===== config.mk =====
export PLATFORM = sky130hd
export DESIGN_NAME = tcw_queue
export DESIGN_NICKNAME = d
export VERILOG_FILES = /design/src/rtl/tcw_pkg.sv /design/src/rtl/tcw_queue.sv
export SDC_FILE = /design/constraint.sdc
export NUM_CORES = 1
export LEC_CHECK = 0
export BUFFER_PORTS_ARGS = -buffer_cell sky130_fd_sc_hd__buf_4
export CAP_MARGIN = 20
export CORE_AREA = 4 4 76 78
export CTS_CLUSTER_DIAMETER = 80
export DETAILED_ROUTE_END_ITERATION = 12
export DIE_AREA = 0 0 80 82
export GPL_ROUTABILITY_DRIVEN = 1
export GPL_TIMING_DRIVEN = 0
export PLACE_DENSITY = 0.76
export SYNTH_ARGS = -nofsm -noshare
export SYNTH_HDL_FRONTEND = slang
export SYNTH_SLANG_ARGS = --single-unit

===== constraint.sdc =====
create_clock -name clk -period 2.2 [get_ports clk]
set_input_delay 0.22 -clock clk [delete_from_list [all_inputs] [get_ports clk]]
set_output_delay 0.22 -clock clk [all_outputs]
set_load 0.02 [all_outputs]

===== src/rtl/tcw_pkg.sv =====
`timescale 1ns / 1ps

package tcw_pkg;

  // Screen geometry
  localparam int SCREEN_COLUMNS = 80;
  localparam int SCREEN_ROWS    = 25;
  localparam int CELL_COUNT     = SCREEN_COLUMNS * SCREEN_ROWS;
  localparam int LAST_ROW_BASE  = CELL_COUNT - SCREEN_COLUMNS;
  localparam int CELL_W         = $clog2(CELL_COUNT);

  // Field widths
  localparam int OP_W        = 2;
  localparam int COL_W       = 7;
  localparam int ROW_W       = 5;
  localparam int CHAR_W      = 8;
  localparam int ATTR_W      = 8;
  localparam int CELL_DATA_W = CHAR_W + ATTR_W;

  localparam logic [CHAR_W-1:0] NEWLINE_CODE       = 8'd10;
  localparam logic [CHAR_W-1:0] SPACE_CODE         = 8'd32;
  localparam logic [ATTR_W-1:0] DEFAULT_ATTR_RESET = 8'd15;

  // Command queue between front and back
  localparam int QUEUE_DEPTH = 2;
  localparam int QPTR_W      = $clog2(QUEUE_DEPTH);
  localparam int QCNT_W      = $clog2(QUEUE_DEPTH + 1);

  typedef enum logic [OP_W-1:0] {
    OP_PUT   = 2'd0,
    OP_CLEAR = 2'd1,
    OP_READ  = 2'd2,
    OP_NONE  = 2'd3
  } op_t;

  typedef enum logic [2:0] {
    CMD_PUT     = 3'd0,
    CMD_NEWLINE = 3'd1,
    CMD_CLEAR   = 3'd2,
    CMD_READ    = 3'd3,
    CMD_NOP     = 3'd4
  } cmd_kind_t;

  typedef enum logic [1:0] {
    SWP_INIT   = 2'd0,
    SWP_SCROLL = 2'd1,
    SWP_CLEAR  = 2'd2
  } sweep_mode_t;

  typedef struct packed {
    cmd_kind_t         kind;
    logic              use_cursor;
    logic [COL_W-1:0]  col;
    logic [ROW_W-1:0]  row;
    logic [CHAR_W-1:0] ch;
    logic [ATTR_W-1:0] attr;
  } cmd_t;

endpackage


===== src/rtl/tcw_queue.sv =====
`timescale 1ns / 1ps

module tcw_queue (
  input  logic          clk,
  input  logic          rst,
  input  logic          push_valid,
  output logic          push_ready,
  input  tcw_pkg::cmd_t push_cmd,
  output logic          pop_valid,
  input  logic          pop_ready,
  output tcw_pkg::cmd_t pop_cmd
);

  tcw_pkg::cmd_t               entries [tcw_pkg::QUEUE_DEPTH];
  logic [tcw_pkg::QPTR_W-1:0]  wr_ptr;
  logic [tcw_pkg::QPTR_W-1:0]  rd_ptr;
  logic [tcw_pkg::QCNT_W-1:0]  count;
  logic                        do_push;
  logic                        do_pop;

  assign push_ready = (count != tcw_pkg::QCNT_W'(tcw_pkg::QUEUE_DEPTH));
  assign pop_valid  = (count != '0);
  assign do_push    = push_valid && push_ready;
  assign do_pop     = pop_valid && pop_ready;
  assign pop_cmd    = entries[rd_ptr];

  always_ff @(posedge clk) begin
    if (do_push) begin
      entries[wr_ptr] <= push_cmd;
    end
  end

  always_ff @(posedge clk) begin
    if (rst) begin
      wr_ptr <= '0;
      rd_ptr <= '0;
      count  <= '0;
    end else begin
      if (do_push) begin
        wr_ptr <= wr_ptr + 1'b1;
      end
      if (do_pop) begin
        rd_ptr <= rd_ptr + 1'b1;
      end
      if (do_push && !do_pop) begin
        count <= count + 1'b1;
      end else if (do_pop && !do_push) begin
        count <= count - 1'b1;
      end
    end
  end

endmodule


==> impl_metrics.ini <==
[outcome]
status = completed

[sta]
number_of_setup_violations_in_the_final_report = 0
grt_setup_unrepaired = no
maxSlewHeadroom_pct = 50.7
timing.final.max_slew_violations = 0
final.min_clock_period_ns = 1.85
tns_ns = 0
worstMarginPinSlew_ns = 0.739
skew_ns = 0.00693
hold_violations = 0
post-route-period-util_pct = 84.0
achievable-frequency_mhz = 541
final.hold.worst_slack_ns = 0.0700

[synthesis]
synthArstFlopShare_pct = 0
ys_types = 19
synth_most_common_cell = sky130_fd_sc_hd__edfxtp_1
synthDominantCellAreaShare_pct = 76.1
post_synth_most_frequent_cells = sky130_fd_sc_hd__edfxtp_1, sky130_fd_sc_hd__mux2_2, sky130_fd_sc_hd__dfxtp_1
netlist_instances = 124
syn_area_sq_um = 2520
synthesis.yosys.warnings = 0
synth_area_leader_cell = sky130_fd_sc_hd__edfxtp_1
synthTopCellsByArea = sky130_fd_sc_hd__edfxtp_1, sky130_fd_sc_hd__mux2_2, sky130_fd_sc_hd__dfxtp_1
syn_area_per_cell_sq_um = 20.4
syn_nets = 161
ys_dominant_reg_cell = sky130_fd_sc_hd__edfxtp_1
synth.yosys.seq_area_share_pct = 80.1
synth_edf_count = 64
flip_flop_and_latch_count_after_synthesis = 69

[power_and_ir_drop]
max_vdd_drop_uv = 763
p_per_area_nw_per_um2 = 1150
power.static_leakage_nw = 1.28

[cells_and_area]
num_antenna_cells = 0
final_nets = 243
areaGrowthSynthToFinish_pct = 33.3
post_route_cells_drive_above_1_share_pct = 57.6
final_cells = 280

[route]
vias_after_detailed_routing = 1397
dr.first_iter.drc_count = 89
number_of_optimization_iterations_in_the_first_detailed_route_pass = 4
antenna_left = 0
wl_mm = 4.78
drc = 0
wire_per_inst_um = 17.1
drt-vias-per-instance = 4.99

[min_path]
hold_path_end = entries[1][13]
hold_depth = 1
worst_hold_startpoint = push_cmd[13]
timing.hold.worst.class = input port to flop

[cts]
cts_tree = built
clk_latency_ns = 0.33
numCtsBuffers = 9
clockBufferDepth = 2
depth_of_the_cts_h_tree = 3
cts_resized = 0
ctsHoldBuffers = 0
post_cts_buffers = 0
cts.reportedPaths.clkPinSlew_ns = 0.07
cts.root.buffer_cell = sky130_fd_sc_hd__clkbuf_8
cts_num_sinks = 69

[worst_setup_path]
crit_path_max_fanout = 20
timing.setup.critical_path_class = flop to flop
crit_arrival_ns = 1.88
critical_path.startpoint_type = flop
worst-endpoint-required_ns = 2.23
r2r_cells = 3
regToRegStartpoint = count[0]
rr_endpoint = entries[1][7]
reg2reg_setup_slack_ns = 0.35
setup.worst_path.end_class = flop

[floorplan]
design.die.area_sq_um = 6560
chipWidth_um = 80
die-height_um = 82
start_util_pct = 49.8
placementRows = 26
design.core.area_sq_um = 5070
ios = 70

[global_route]
global_route.usage.total_pct = 15.3
antenna_found_initial = 0
wire_length_of_the_first_global_routing_pass_mm = 7.17
largest_net_degree_at_the_start_of_global_routing = 21
globalRouteOverflowTotal = 0
first_global_vias = 1520

[placed_design]
io_buffers = 69
place_inst = 265
place_congestion = 0.713
dpl.hpwl_mm = 3.52

[flow_run]
cap_violations = 0
## critical path, stage by stage, from the launching register on
cell and delay (ns):
sky130_fd_sc_hd__dfxtp_1 0.42, sky130_fd_sc_hd__nand2b_1 0.22, sky130_fd_sc_hd__and3_1 0.67, sky130_fd_sc_hd__buf_16 0.24
## kinds of logic (layout without fill, tap and decap cells)
kind of cell	Yosys count	after routing	synth area share (%)
AOI/OAI and AO/OA	5	5	1.19
xor gates and xnor gates	3	3	1.04
adders and majority gates	1	1	0.495
buffers and inverters	5	91	0.941
DFF	69	69	80.1
muxes	32	32	14.3
and+or+nand+nor	9	9	1.98
## report_power, final
part / internal (W) / switching, W
logic: 0.000583 / 0.000655
registers: 0.00164 / 0.0000586
clock network: 0.000511 / 0.000433
total: 0.00274 / 0.00115
## final cells by class
cell class	instances	area [sq um]
plain buffers	4	20.0
clock buffers	10	128
clock inverters	5	52.6
fillers	384	1710
inverters	1	3.75
multi-input cells	50	479
flip-flops and latches	69	2020
well taps	70	87.6
repair buffers	71	573
## metrics by stage
step                area [sq um]  total power (W)  worst slack (ns)  util [%]
CTS                         3370          0.00394             0.328      66.3
global placement            3130          0.00289            0.0555      61.7
floorplan                   2520          0.00245             0.247         -
global route                3370          0.00406             0.268      66.3
detailed placement          3190          0.00299             0.342      62.8
finish                      3370          0.00388             0.352      66.3
## registers in the layout, indices dropped and copies added, names as in the netlist, named ones only
register  count
entries      64
rd_ptr        1
count         2
wr_ptr        1
## layer usage
metal	routed length, um	part of all wire [%]	GRT usage [%]
met5	0	0	0
met4	29	0.61	6.59
met3	324	6.8	5.04
met2	2720	57	28.6
met1	1700	36	15.6
## placed cells by master (no fill, tap or decap), drive strengths merged
cell,count
nand2b,1
clkinvlp,1
edfxtp,64
clkinv,3
inv,1
buf,74
xor2,3
and2,1
bufinv,1
nand3b,1
or3,1
dfxtp,5
ha,1
o21ai,2
a21oi,2
a21bo,1
and3,1
nor2,3
clkbuf,11
or2,1
mux2,32
## how the worst max path moves through the flow
stage / to / slack [ns] / cells after the start / start
after global routing: entries[1][22] / 0.27 / 3 / count[0]
after CTS: entries[1][3] / 0.33 / 3 / count[0]
after global placement: entries[1][1] / 0.06 / 2 / count[0]
after floorplan: entries[1][0] / 0.25 / 2 / count[0]
final: entries[1][7] / 0.35 / 3 / count[0]
after detailed placement: entries[1][1] / 0.34 / 3 / count[0]
Power figures use the tool's default switching activity.
