## config.mk

```make
export PLATFORM = sky130hd
export DESIGN_NAME = tcw_front
export DESIGN_NICKNAME = d
export VERILOG_FILES = /design/src/rtl/tcw_pkg.sv /design/src/rtl/tcw_front.sv
export SDC_FILE = /design/constraint.sdc
export NUM_CORES = 1
export LEC_CHECK = 0
export BUFFER_PORTS_ARGS = -buffer_cell sky130_fd_sc_hd__clkbuf_2
export CAP_MARGIN = 30
export CORE_MARGIN = 2
export CORE_UTILIZATION = 33
export CTS_BUF_LIST = sky130_fd_sc_hd__clkbuf_2 sky130_fd_sc_hd__clkbuf_4 sky130_fd_sc_hd__clkbuf_8
export DETAILED_ROUTE_END_ITERATION = 7
export PLACE_DENSITY = 0.83
export SYNTH_ARGS = -nofsm -noshare
export SYNTH_HDL_FRONTEND = slang
export SYNTH_SLANG_ARGS = --single-unit
```

## constraint.sdc

```tcl
create_clock -name clk -period 2.6 [get_ports clk]
set_input_delay 0.52 -clock clk [delete_from_list [all_inputs] [get_ports clk]]
set_output_delay 0.52 -clock clk [all_outputs]
set_load 0.1 [all_outputs]
```

## src/rtl/tcw_pkg.sv

```systemverilog
`timescale 1ns / 1ps

package tcw_pkg;

  // Screen geometry
  localparam int SCREEN_COLUMNS = 80;
  localparam int SCREEN_ROWS    = 25;
  localparam int CELL_COUNT     = SCREEN_COLUMNS * SCREEN_ROWS;
  localparam int LAST_ROW_BASE  = CELL_COUNT - SCREEN_COLUMNS;
  localparam int CELL_W         = $clog2(CELL_COUNT);

  // Field widths
  localparam int OP_W        = 2;
  localparam int COL_W       = 7;
  localparam int ROW_W       = 5;
  localparam int CHAR_W      = 8;
  localparam int ATTR_W      = 8;
  localparam int CELL_DATA_W = CHAR_W + ATTR_W;

  localparam logic [CHAR_W-1:0] NEWLINE_CODE       = 8'd10;
  localparam logic [CHAR_W-1:0] SPACE_CODE         = 8'd32;
  localparam logic [ATTR_W-1:0] DEFAULT_ATTR_RESET = 8'd15;

  // Command queue between front and back
  localparam int QUEUE_DEPTH = 2;
  localparam int QPTR_W      = $clog2(QUEUE_DEPTH);
  localparam int QCNT_W      = $clog2(QUEUE_DEPTH + 1);

  typedef enum logic [OP_W-1:0] {
    OP_PUT   = 2'd0,
    OP_CLEAR = 2'd1,
    OP_READ  = 2'd2,
    OP_NONE  = 2'd3
  } op_t;

  typedef enum logic [2:0] {
    CMD_PUT     = 3'd0,
    CMD_NEWLINE = 3'd1,
    CMD_CLEAR   = 3'd2,
    CMD_READ    = 3'd3,
    CMD_NOP     = 3'd4
  } cmd_kind_t;

  typedef enum logic [1:0] {
    SWP_INIT   = 2'd0,
    SWP_SCROLL = 2'd1,
    SWP_CLEAR  = 2'd2
  } sweep_mode_t;

  typedef struct packed {
    cmd_kind_t         kind;
    logic              use_cursor;
    logic [COL_W-1:0]  col;
    logic [ROW_W-1:0]  row;
    logic [CHAR_W-1:0] ch;
    logic [ATTR_W-1:0] attr;
  } cmd_t;

endpackage

```

## src/rtl/tcw_front.sv

```systemverilog
`timescale 1ns / 1ps

module tcw_front (
  input  logic                          clk,
  input  logic                          rst,
  input  logic                          cfg_we,
  input  logic [tcw_pkg::ATTR_W-1:0]    cfg_wdata,
  input  logic                          hold,
  input  logic                          in_valid,
  output logic                          in_ready,
  input  logic [tcw_pkg::OP_W-1:0]      operation,
  input  logic [tcw_pkg::CHAR_W-1:0]    character,
  input  logic                          use_cursor,
  input  logic [tcw_pkg::COL_W-1:0]     column,
  input  logic [tcw_pkg::ROW_W-1:0]     line,
  input  logic [tcw_pkg::ATTR_W-1:0]    attribute,
  output logic                          push_valid,
  input  logic                          push_ready,
  output tcw_pkg::cmd_t                 push_cmd,
  output logic [tcw_pkg::ATTR_W-1:0]    default_attribute
);

  logic [tcw_pkg::COL_W-1:0] sat_col;
  logic [tcw_pkg::ROW_W-1:0] sat_row;

  always_ff @(posedge clk) begin
    if (rst) begin
      default_attribute <= tcw_pkg::DEFAULT_ATTR_RESET;
    end else if (cfg_we) begin
      default_attribute <= cfg_wdata;
    end
  end

  // Saturate out-of-range coordinates to the last column / row
  assign sat_col = (column > tcw_pkg::COL_W'(tcw_pkg::SCREEN_COLUMNS - 1)) ?
                   tcw_pkg::COL_W'(tcw_pkg::SCREEN_COLUMNS - 1) : column;
  assign sat_row = (line > tcw_pkg::ROW_W'(tcw_pkg::SCREEN_ROWS - 1)) ?
                   tcw_pkg::ROW_W'(tcw_pkg::SCREEN_ROWS - 1) : line;

  always_comb begin
    push_cmd.use_cursor = 1'b0;
    push_cmd.col        = sat_col;
    push_cmd.row        = sat_row;
    push_cmd.ch         = character;
    push_cmd.attr       = (attribute == '0) ? default_attribute : attribute;
    unique case (tcw_pkg::op_t'(operation))
      tcw_pkg::OP_PUT: begin
        push_cmd.use_cursor = use_cursor;
        push_cmd.kind = (character == tcw_pkg::NEWLINE_CODE) ? tcw_pkg::CMD_NEWLINE :
                                                               tcw_pkg::CMD_PUT;
      end
      tcw_pkg::OP_CLEAR: push_cmd.kind = tcw_pkg::CMD_CLEAR;
      tcw_pkg::OP_READ:  push_cmd.kind = tcw_pkg::CMD_READ;
      default:           push_cmd.kind = tcw_pkg::CMD_NOP;
    endcase
  end

  // Hold off input while the back end clears the buffer after reset
  assign in_ready   = push_ready && !hold;
  assign push_valid = in_valid && !hold;

endmodule

```

==> flow_summary_export.csv, run 1 <==
group,metric,value,unit
worst_setup_path,critPathArrivalTime,1590,ps
clock_network,cts.sinks,8,
grt,grt_pass1_wl,2440,um
logic_synthesis,synthArstFlopShare,0,
clock_network,htree_levels,1,
clock_network,cts-root-buf,"clkbuf_4",
floorplan,core,1750,sq um
timing,finalHoldViolations,0,
clock_network,cts_tree,"yes",
power,leakagePower,0.591,nW
timing,fin_setup_tns,0,ps
min_path,hp-class,"input pin to register",
clock_network,clock_path_buffers,2,
timing,setup_viol,0,
logic_synthesis,synth-edff-count,0,
floorplan,pin_count,87,
power,worst_ir_drop_vdd,0.366,mV
drt,vias,798,
finish,largest_register,"default_attribute",
floorplan,num_rows,15,
worst_setup_path,worstPathCellList,"clkbuf_2 -> nor4_4 -> a31o_1 -> buf_4",
logic_synthesis,synthCells,70,
finish,nets,195,
timing,slew_headroom,0.631,
finish,drive_above_1_share,0.623,
logic_synthesis,avgSynthCellArea,8.88,sq um
outcome,status,"finished, final reports clean",
worst_setup_path,crit_type,"input pin to output pin",
floorplan,die_y,47.4,um
grt,antenna_found_initial,0,
drt,ant_nets,0,
timing,fin_crit_sh,0.810,
drt,wl,1910,um
power,power_density,601,nW/um^2
logic_synthesis,netlist_area,622,sq um
floorplan,start_util,0.356,
clock_network,clock_latency,250,ps
clock_network,cts_buffers,3,
logic_synthesis,yosys_warnings,0,
floorplan,die_w,47.4,um
drt,route.detailed.drc,0,
floorplan,dieArea,2250,sq um
finish,top_regs,"default_attribute x8",
timing,max_freq,0.475,GHz
timing,skew,0,ps
timing,tightestPinTransition,555,ps
logic_synthesis,synth_fp_nets,117,
timing,fin_crit,2110,ps
logic_synthesis,synth_flop_cell,"dfxtp_1",
finish,diodes,0,
grt,grt_use_total,0.149,
worst_setup_path,cp-start-kind,"input pin",
timing,slew_violations,0,
clock_network,ctsResizeCount,0,
clock_network,clk_pin_slew,50,ps
drt,viasPerCell,4.67,
grt,grt_max_degree,13,
run,drv_cap,0,
worst_setup_path,cp.required,2080,ps
logic_synthesis,ys_seq_area_frac,0.258,
place,io_buffer_count,86,
clock_network,postCtsHoldBufs,0,
logic_synthesis,yosys_register_bits,8,
worst_setup_path,worstSetupEndpointType,"output pin",
drt,firstDrtPassIters,4,
grt,grt_overflow,0,
drt,drt-initial-drc-count,1,
worst_setup_path,path_max_fanout,8,
place,place.gp.congestion,0.656,
finish,largest_reg_flops,8,
drt,wl_per_cell,11.2,um
worst_setup_path,cpPeakStageDelay,450,ps
worst_setup_path,slowest_stage,"nor4_4",
clock_network,post-cts-setup-buffers,0,
timing,grt_setup_unrepaired,"no",
finish,area.growth.synth_to_final,68.6,%
grt,grt_pass1_vias,647,
place,dp_hpwl,1720,um
timing,hold_ws,474,ps
logic_synthesis,yosysUniqueCellTypes,20,
==> worst max-delay path, delay by kind of cell <==
kind,cells,cell delay (ps)
simple gates,1,450
buf+inv,2,390
compound gates,1,220
==> power by group <==
group          switching, W  internal [W]  total (W)
Clock             0.0000403     0.0000527  0.0000930
Sequential       0.00000615      0.000131   0.000137
Combinational      0.000327     0.0000734   0.000400
==> worst paths after layout <==
kind,to,slack (ps),start,cells after the start
worst max-delay path,push_cmd[5],490,attribute[7],4
worst min-delay path,default_attribute[2],470,cfg_wdata[2],2
worst max register to register,default_attribute[1],1790,default_attribute[1],2
worst min register to register,default_attribute[5],540,default_attribute[5],2
==> cell usage in the layout (no fill, tap or decap) <==
cell type,n
a211o_1,4
a31o_1,8
a32o_1,1
and2_1,4
buf_4,9
clkbuf_2,77
clkbuf_4,3
dfxtp_1,8
ha_1,2
inv_1,2
mux2i_1,4
nand2_1,1
nand2b_1,4
nor2_1,4
nor2b_1,9
nor3_1,1
nor4_1,1
nor4_4,2
nor4bb_1,1
o21ai_0,1
==> stage by stage <==
stage | std cells | setup slack (ps) | power (W) | cell area, sq um | utilization
after global placement | 168 | 515 | 0.000537 | 1030 | 0.588
after global routing | 171 | 418 | 0.000654 | 1050 | 0.601
after floorplan | 70 | 225 | 0.000468 | 622 | -
after detailed placement | 168 | 490 | 0.000541 | 1030 | 0.588
after CTS | 171 | 486 | 0.000636 | 1050 | 0.601
final | 171 | 493 | 0.000631 | 1050 | 0.601
==> layer usage <==
metal  track usage  wire, um  vias up
li1              -         -      392
met1         0.149       671      344
met2         0.303       973       60
met3        0.0113       249        2
met4        0.0667        17        0
met5             0         0        -
==> cell type report <==
cell class | count | area [sq um]
Clock buffer | 3 | 22.5
Fill cell | 169 | 697
Inverter | 2 | 7.51
Multi-Input combinational cell | 47 | 374
Sequential cell | 8 | 160
Tap cell | 25 | 31.3
Timing Repair Buffer | 86 | 453
==> logic make-up (layout without fill, tap and decap cells) <==
group,after synthesis,after routing,share of synthesized area
simple gates,27,27,0.304
buf+inv,15,91,0.141
mux,4,4,0.0644
fa+ha+maj,2,2,0.0402
flops,8,8,0.258
compound gates,14,14,0.193
==> synthesized netlist by cell type, types with 2 or more instances <==
cell      number  area, sq um
nor2b_1        9         56.3
a31o_1         8         70.1
buf_4          8         60.1
dfxtp_1        8          160
a211o_1        4         35.0
and2_1         4         25.0
clkbuf_1       4         15.0
mux2i_1        4         40.0
nand2b_1       4         25.0
nor2_1         4         15.0
ha_1           2         25.0
inv_1          2         7.51
nor4_4         2         42.5
Power figures use the tool's default switching activity.
==> inputs of run 2 (changes only) <==
--- a/config.mk
+++ b/config.mk
@@ -8,10 +8,10 @@
 export BUFFER_PORTS_ARGS = -buffer_cell sky130_fd_sc_hd__clkbuf_2
 export CAP_MARGIN = 30
 export CORE_MARGIN = 2
-export CORE_UTILIZATION = 33
+export CORE_UTILIZATION = 28
 export CTS_BUF_LIST = sky130_fd_sc_hd__clkbuf_2 sky130_fd_sc_hd__clkbuf_4 sky130_fd_sc_hd__clkbuf_8
 export DETAILED_ROUTE_END_ITERATION = 7
-export PLACE_DENSITY = 0.83
+export PLACE_DENSITY = 0.75
 export SYNTH_ARGS = -nofsm -noshare
 export SYNTH_HDL_FRONTEND = slang
 export SYNTH_SLANG_ARGS = --single-unit
==> constraint.sdc (replaced) <==
create_clock -name clk -period 1.74 [get_ports clk]
set_input_delay 0.348 -clock clk [delete_from_list [all_inputs] [get_ports clk]]
set_output_delay 0.348 -clock clk [all_outputs]
set_load 0.1 [all_outputs]
==> flow_summary_export.csv, run 2 (same netlist as run 1, synthesis figures left out) <==
group,metric,value,unit
grt,grt_use_total,0.159,
drt,wl,2080,um
power,power_frac_comb,0.662,
timing,hold_ws,307,ps
place,io_buffer_count,86,
timing,grt_setup_unrepaired,"no",
min_path,holdPathStages,2,
grt,grt_overflow,0,
drt,ant_nets,0,
drt,wl_per_cell,11.8,um
finish,largest_reg_flops,8,
clock_network,clock_latency,240,ps
power,switchingPower,0.000574,W
floorplan,die_y,51.1,um
floorplan,dieArea,2610,sq um
finish,final_cells,176,
run,drv_cap,0,
worst_setup_path,rr_worst_depth,2,
min_path,min-delay-start,"cfg_wdata[0]",
drt,viasPerCell,4.63,
worst_setup_path,r2r_start,"default_attribute[1]",
finish,drive_above_1_share,0.764,
power,p_int,0.000453,W
finish,nets,197,
finish,largest_register,"default_attribute",
timing,setup_viol,0,
worst_setup_path,worstSetupEndpointType,"output pin",
worst_setup_path,critPathArrivalTime,1330,ps
clock_network,htree_levels,1,
place,placed_cells_incl_taps,172,
timing,tightestPinTransition,544,ps
worst_setup_path,cp-start-kind,"input pin",
place,place.gp.congestion,0.681,
timing,slew_violations,0,
power,power_density,789,nW/um^2
clock_network,cts_tree,"yes",
timing,finalHoldViolations,0,
worst_setup_path,worstPathCellList,"clkbuf_2 -> inv_1 -> ha_1 -> nor4bb_1 -> a32o_2 -> buf_12",
grt,grt_max_degree,13,
grt,grt_pass1_wl,3190,um
power,swShare,0.559,
timing,fin_crit_sh,0.966,
worst_setup_path,r2r-end,"default_attribute[1]",
clock_network,clock_path_buffers,2,
power,clkPwrFrac,0.136,
floorplan,num_rows,17,
floorplan,start_util,0.289,
worst_setup_path,ff2ff_setup_slack,950,ps
finish,top_regs,"default_attribute x8",
worst_setup_path,path_max_fanout,2,
power,worst_ir_drop_vdd,0.604,mV
floorplan,pin_count,87,
min_path,hp-class,"input pin to register",
worst_setup_path,slowest_stage,"a32o_2",
floorplan,core,2150,sq um
floorplan,die_w,51.1,um
finish,layout_common_cells,"clkbuf_2, buf_12, a31o_2, dfxtp_2, buf_4",
clock_network,cts_buffers,3,
clock_network,clk_pin_slew,50,ps
power,seq_power_share,0.202,
drt,drt-initial-drc-count,5,
grt,antenna_found_initial,0,
drt,route.detailed.drc,0,
worst_setup_path,cpPeakStageDelay,250,ps
worst_setup_path,cp.required,1390,ps
worst_setup_path,crit_type,"input pin to output pin",
clock_network,cts-root-buf,"clkbuf_4",
place,dp_hpwl,1850,um
finish,area.growth.synth_to_final,109,%
drt,firstDrtPassIters,4,
timing,fin_crit,1680,ps
timing,max_freq,0.595,GHz
worst_setup_path,crit_family,"buffers and inverters",
finish,layout_commonest_cell,"clkbuf_2",
worst_setup_path,worst-path-stages,6,
drt,vias,815,
outcome,status,"finished, final reports clean",
grt,grt_pass1_vias,791,
clock_network,cts.sinks,8,
min_path,min_to,"default_attribute[0]",
worst_setup_path,crit_buf_inv,3,
power,leakagePower,0.687,nW
timing,slew_headroom,0.639,
finish,diodes,0,
timing,skew,0,ps
-- run 2: worst max-delay path by stage --
stage	startpoint	to	slack, ps
finish	operation[0]	push_cmd[29]	60
global route	column[5]	push_cmd[22]	4
CTS	attribute[2]	push_cmd[0]	30
detailed placement	attribute[2]	push_cmd[3]	40
global placement	attribute[2]	push_cmd[2]	70
floorplan	default_attribute[4]	push_cmd[4]	-200
-- run 2: metrics by stage --
step	power (W)	worst slack, ps	util	area (sq um)	setup TNS, ps
final	0.00103	58.5	0.605	1300	0
after global routing	0.00107	4.04	0.605	1300	0
after CTS	0.00103	32.3	0.602	1290	0
after detailed placement	0.000892	35.9	0.591	1270	0
after global placement	0.000884	72.1	0.591	1270	0
after floorplan	0.000707	-198	-	642	-198
-- run 2: per-layer routing --
layer  global-route usage  wire length, um  up-vias
li1                     -                -      396
met5                    0                0        -
met2                0.312             1080       57
met4               0.0676                0        0
met3               0.0322              225        0
met1                0.159              769      362
-- run 2: layout make-up --
| type | instances | area (sq um) |
|---|---|---|
| Sequential cell | 8 | 169 |
| Inverter | 2 | 7.51 |
| Tap cell | 28 | 35.0 |
| Clock buffer | 3 | 22.5 |
| Fill cell | 195 | 848 |
| Timing Repair Buffer | 88 | 681 |
| Multi-Input combinational cell | 47 | 385 |
-- run 2: power by group through the flow --
stage                     registers, W  logic, W  clock network (W)
after floorplan               0.000296  0.000411                  0
after global placement        0.000211  0.000673                  0
after detailed placement      0.000211  0.000680                  0
after CTS                     0.000208  0.000682           0.000144
after global routing          0.000210  0.000700           0.000158
final                         0.000208  0.000679           0.000139
-- run 2: timing repair --
action / in CTS / in global routing
hold buffers: 0 / 0
resized for setup: 0 / 0
buffers inserted: 0 / 1
endpoints found under the setup margin: 0 / 7
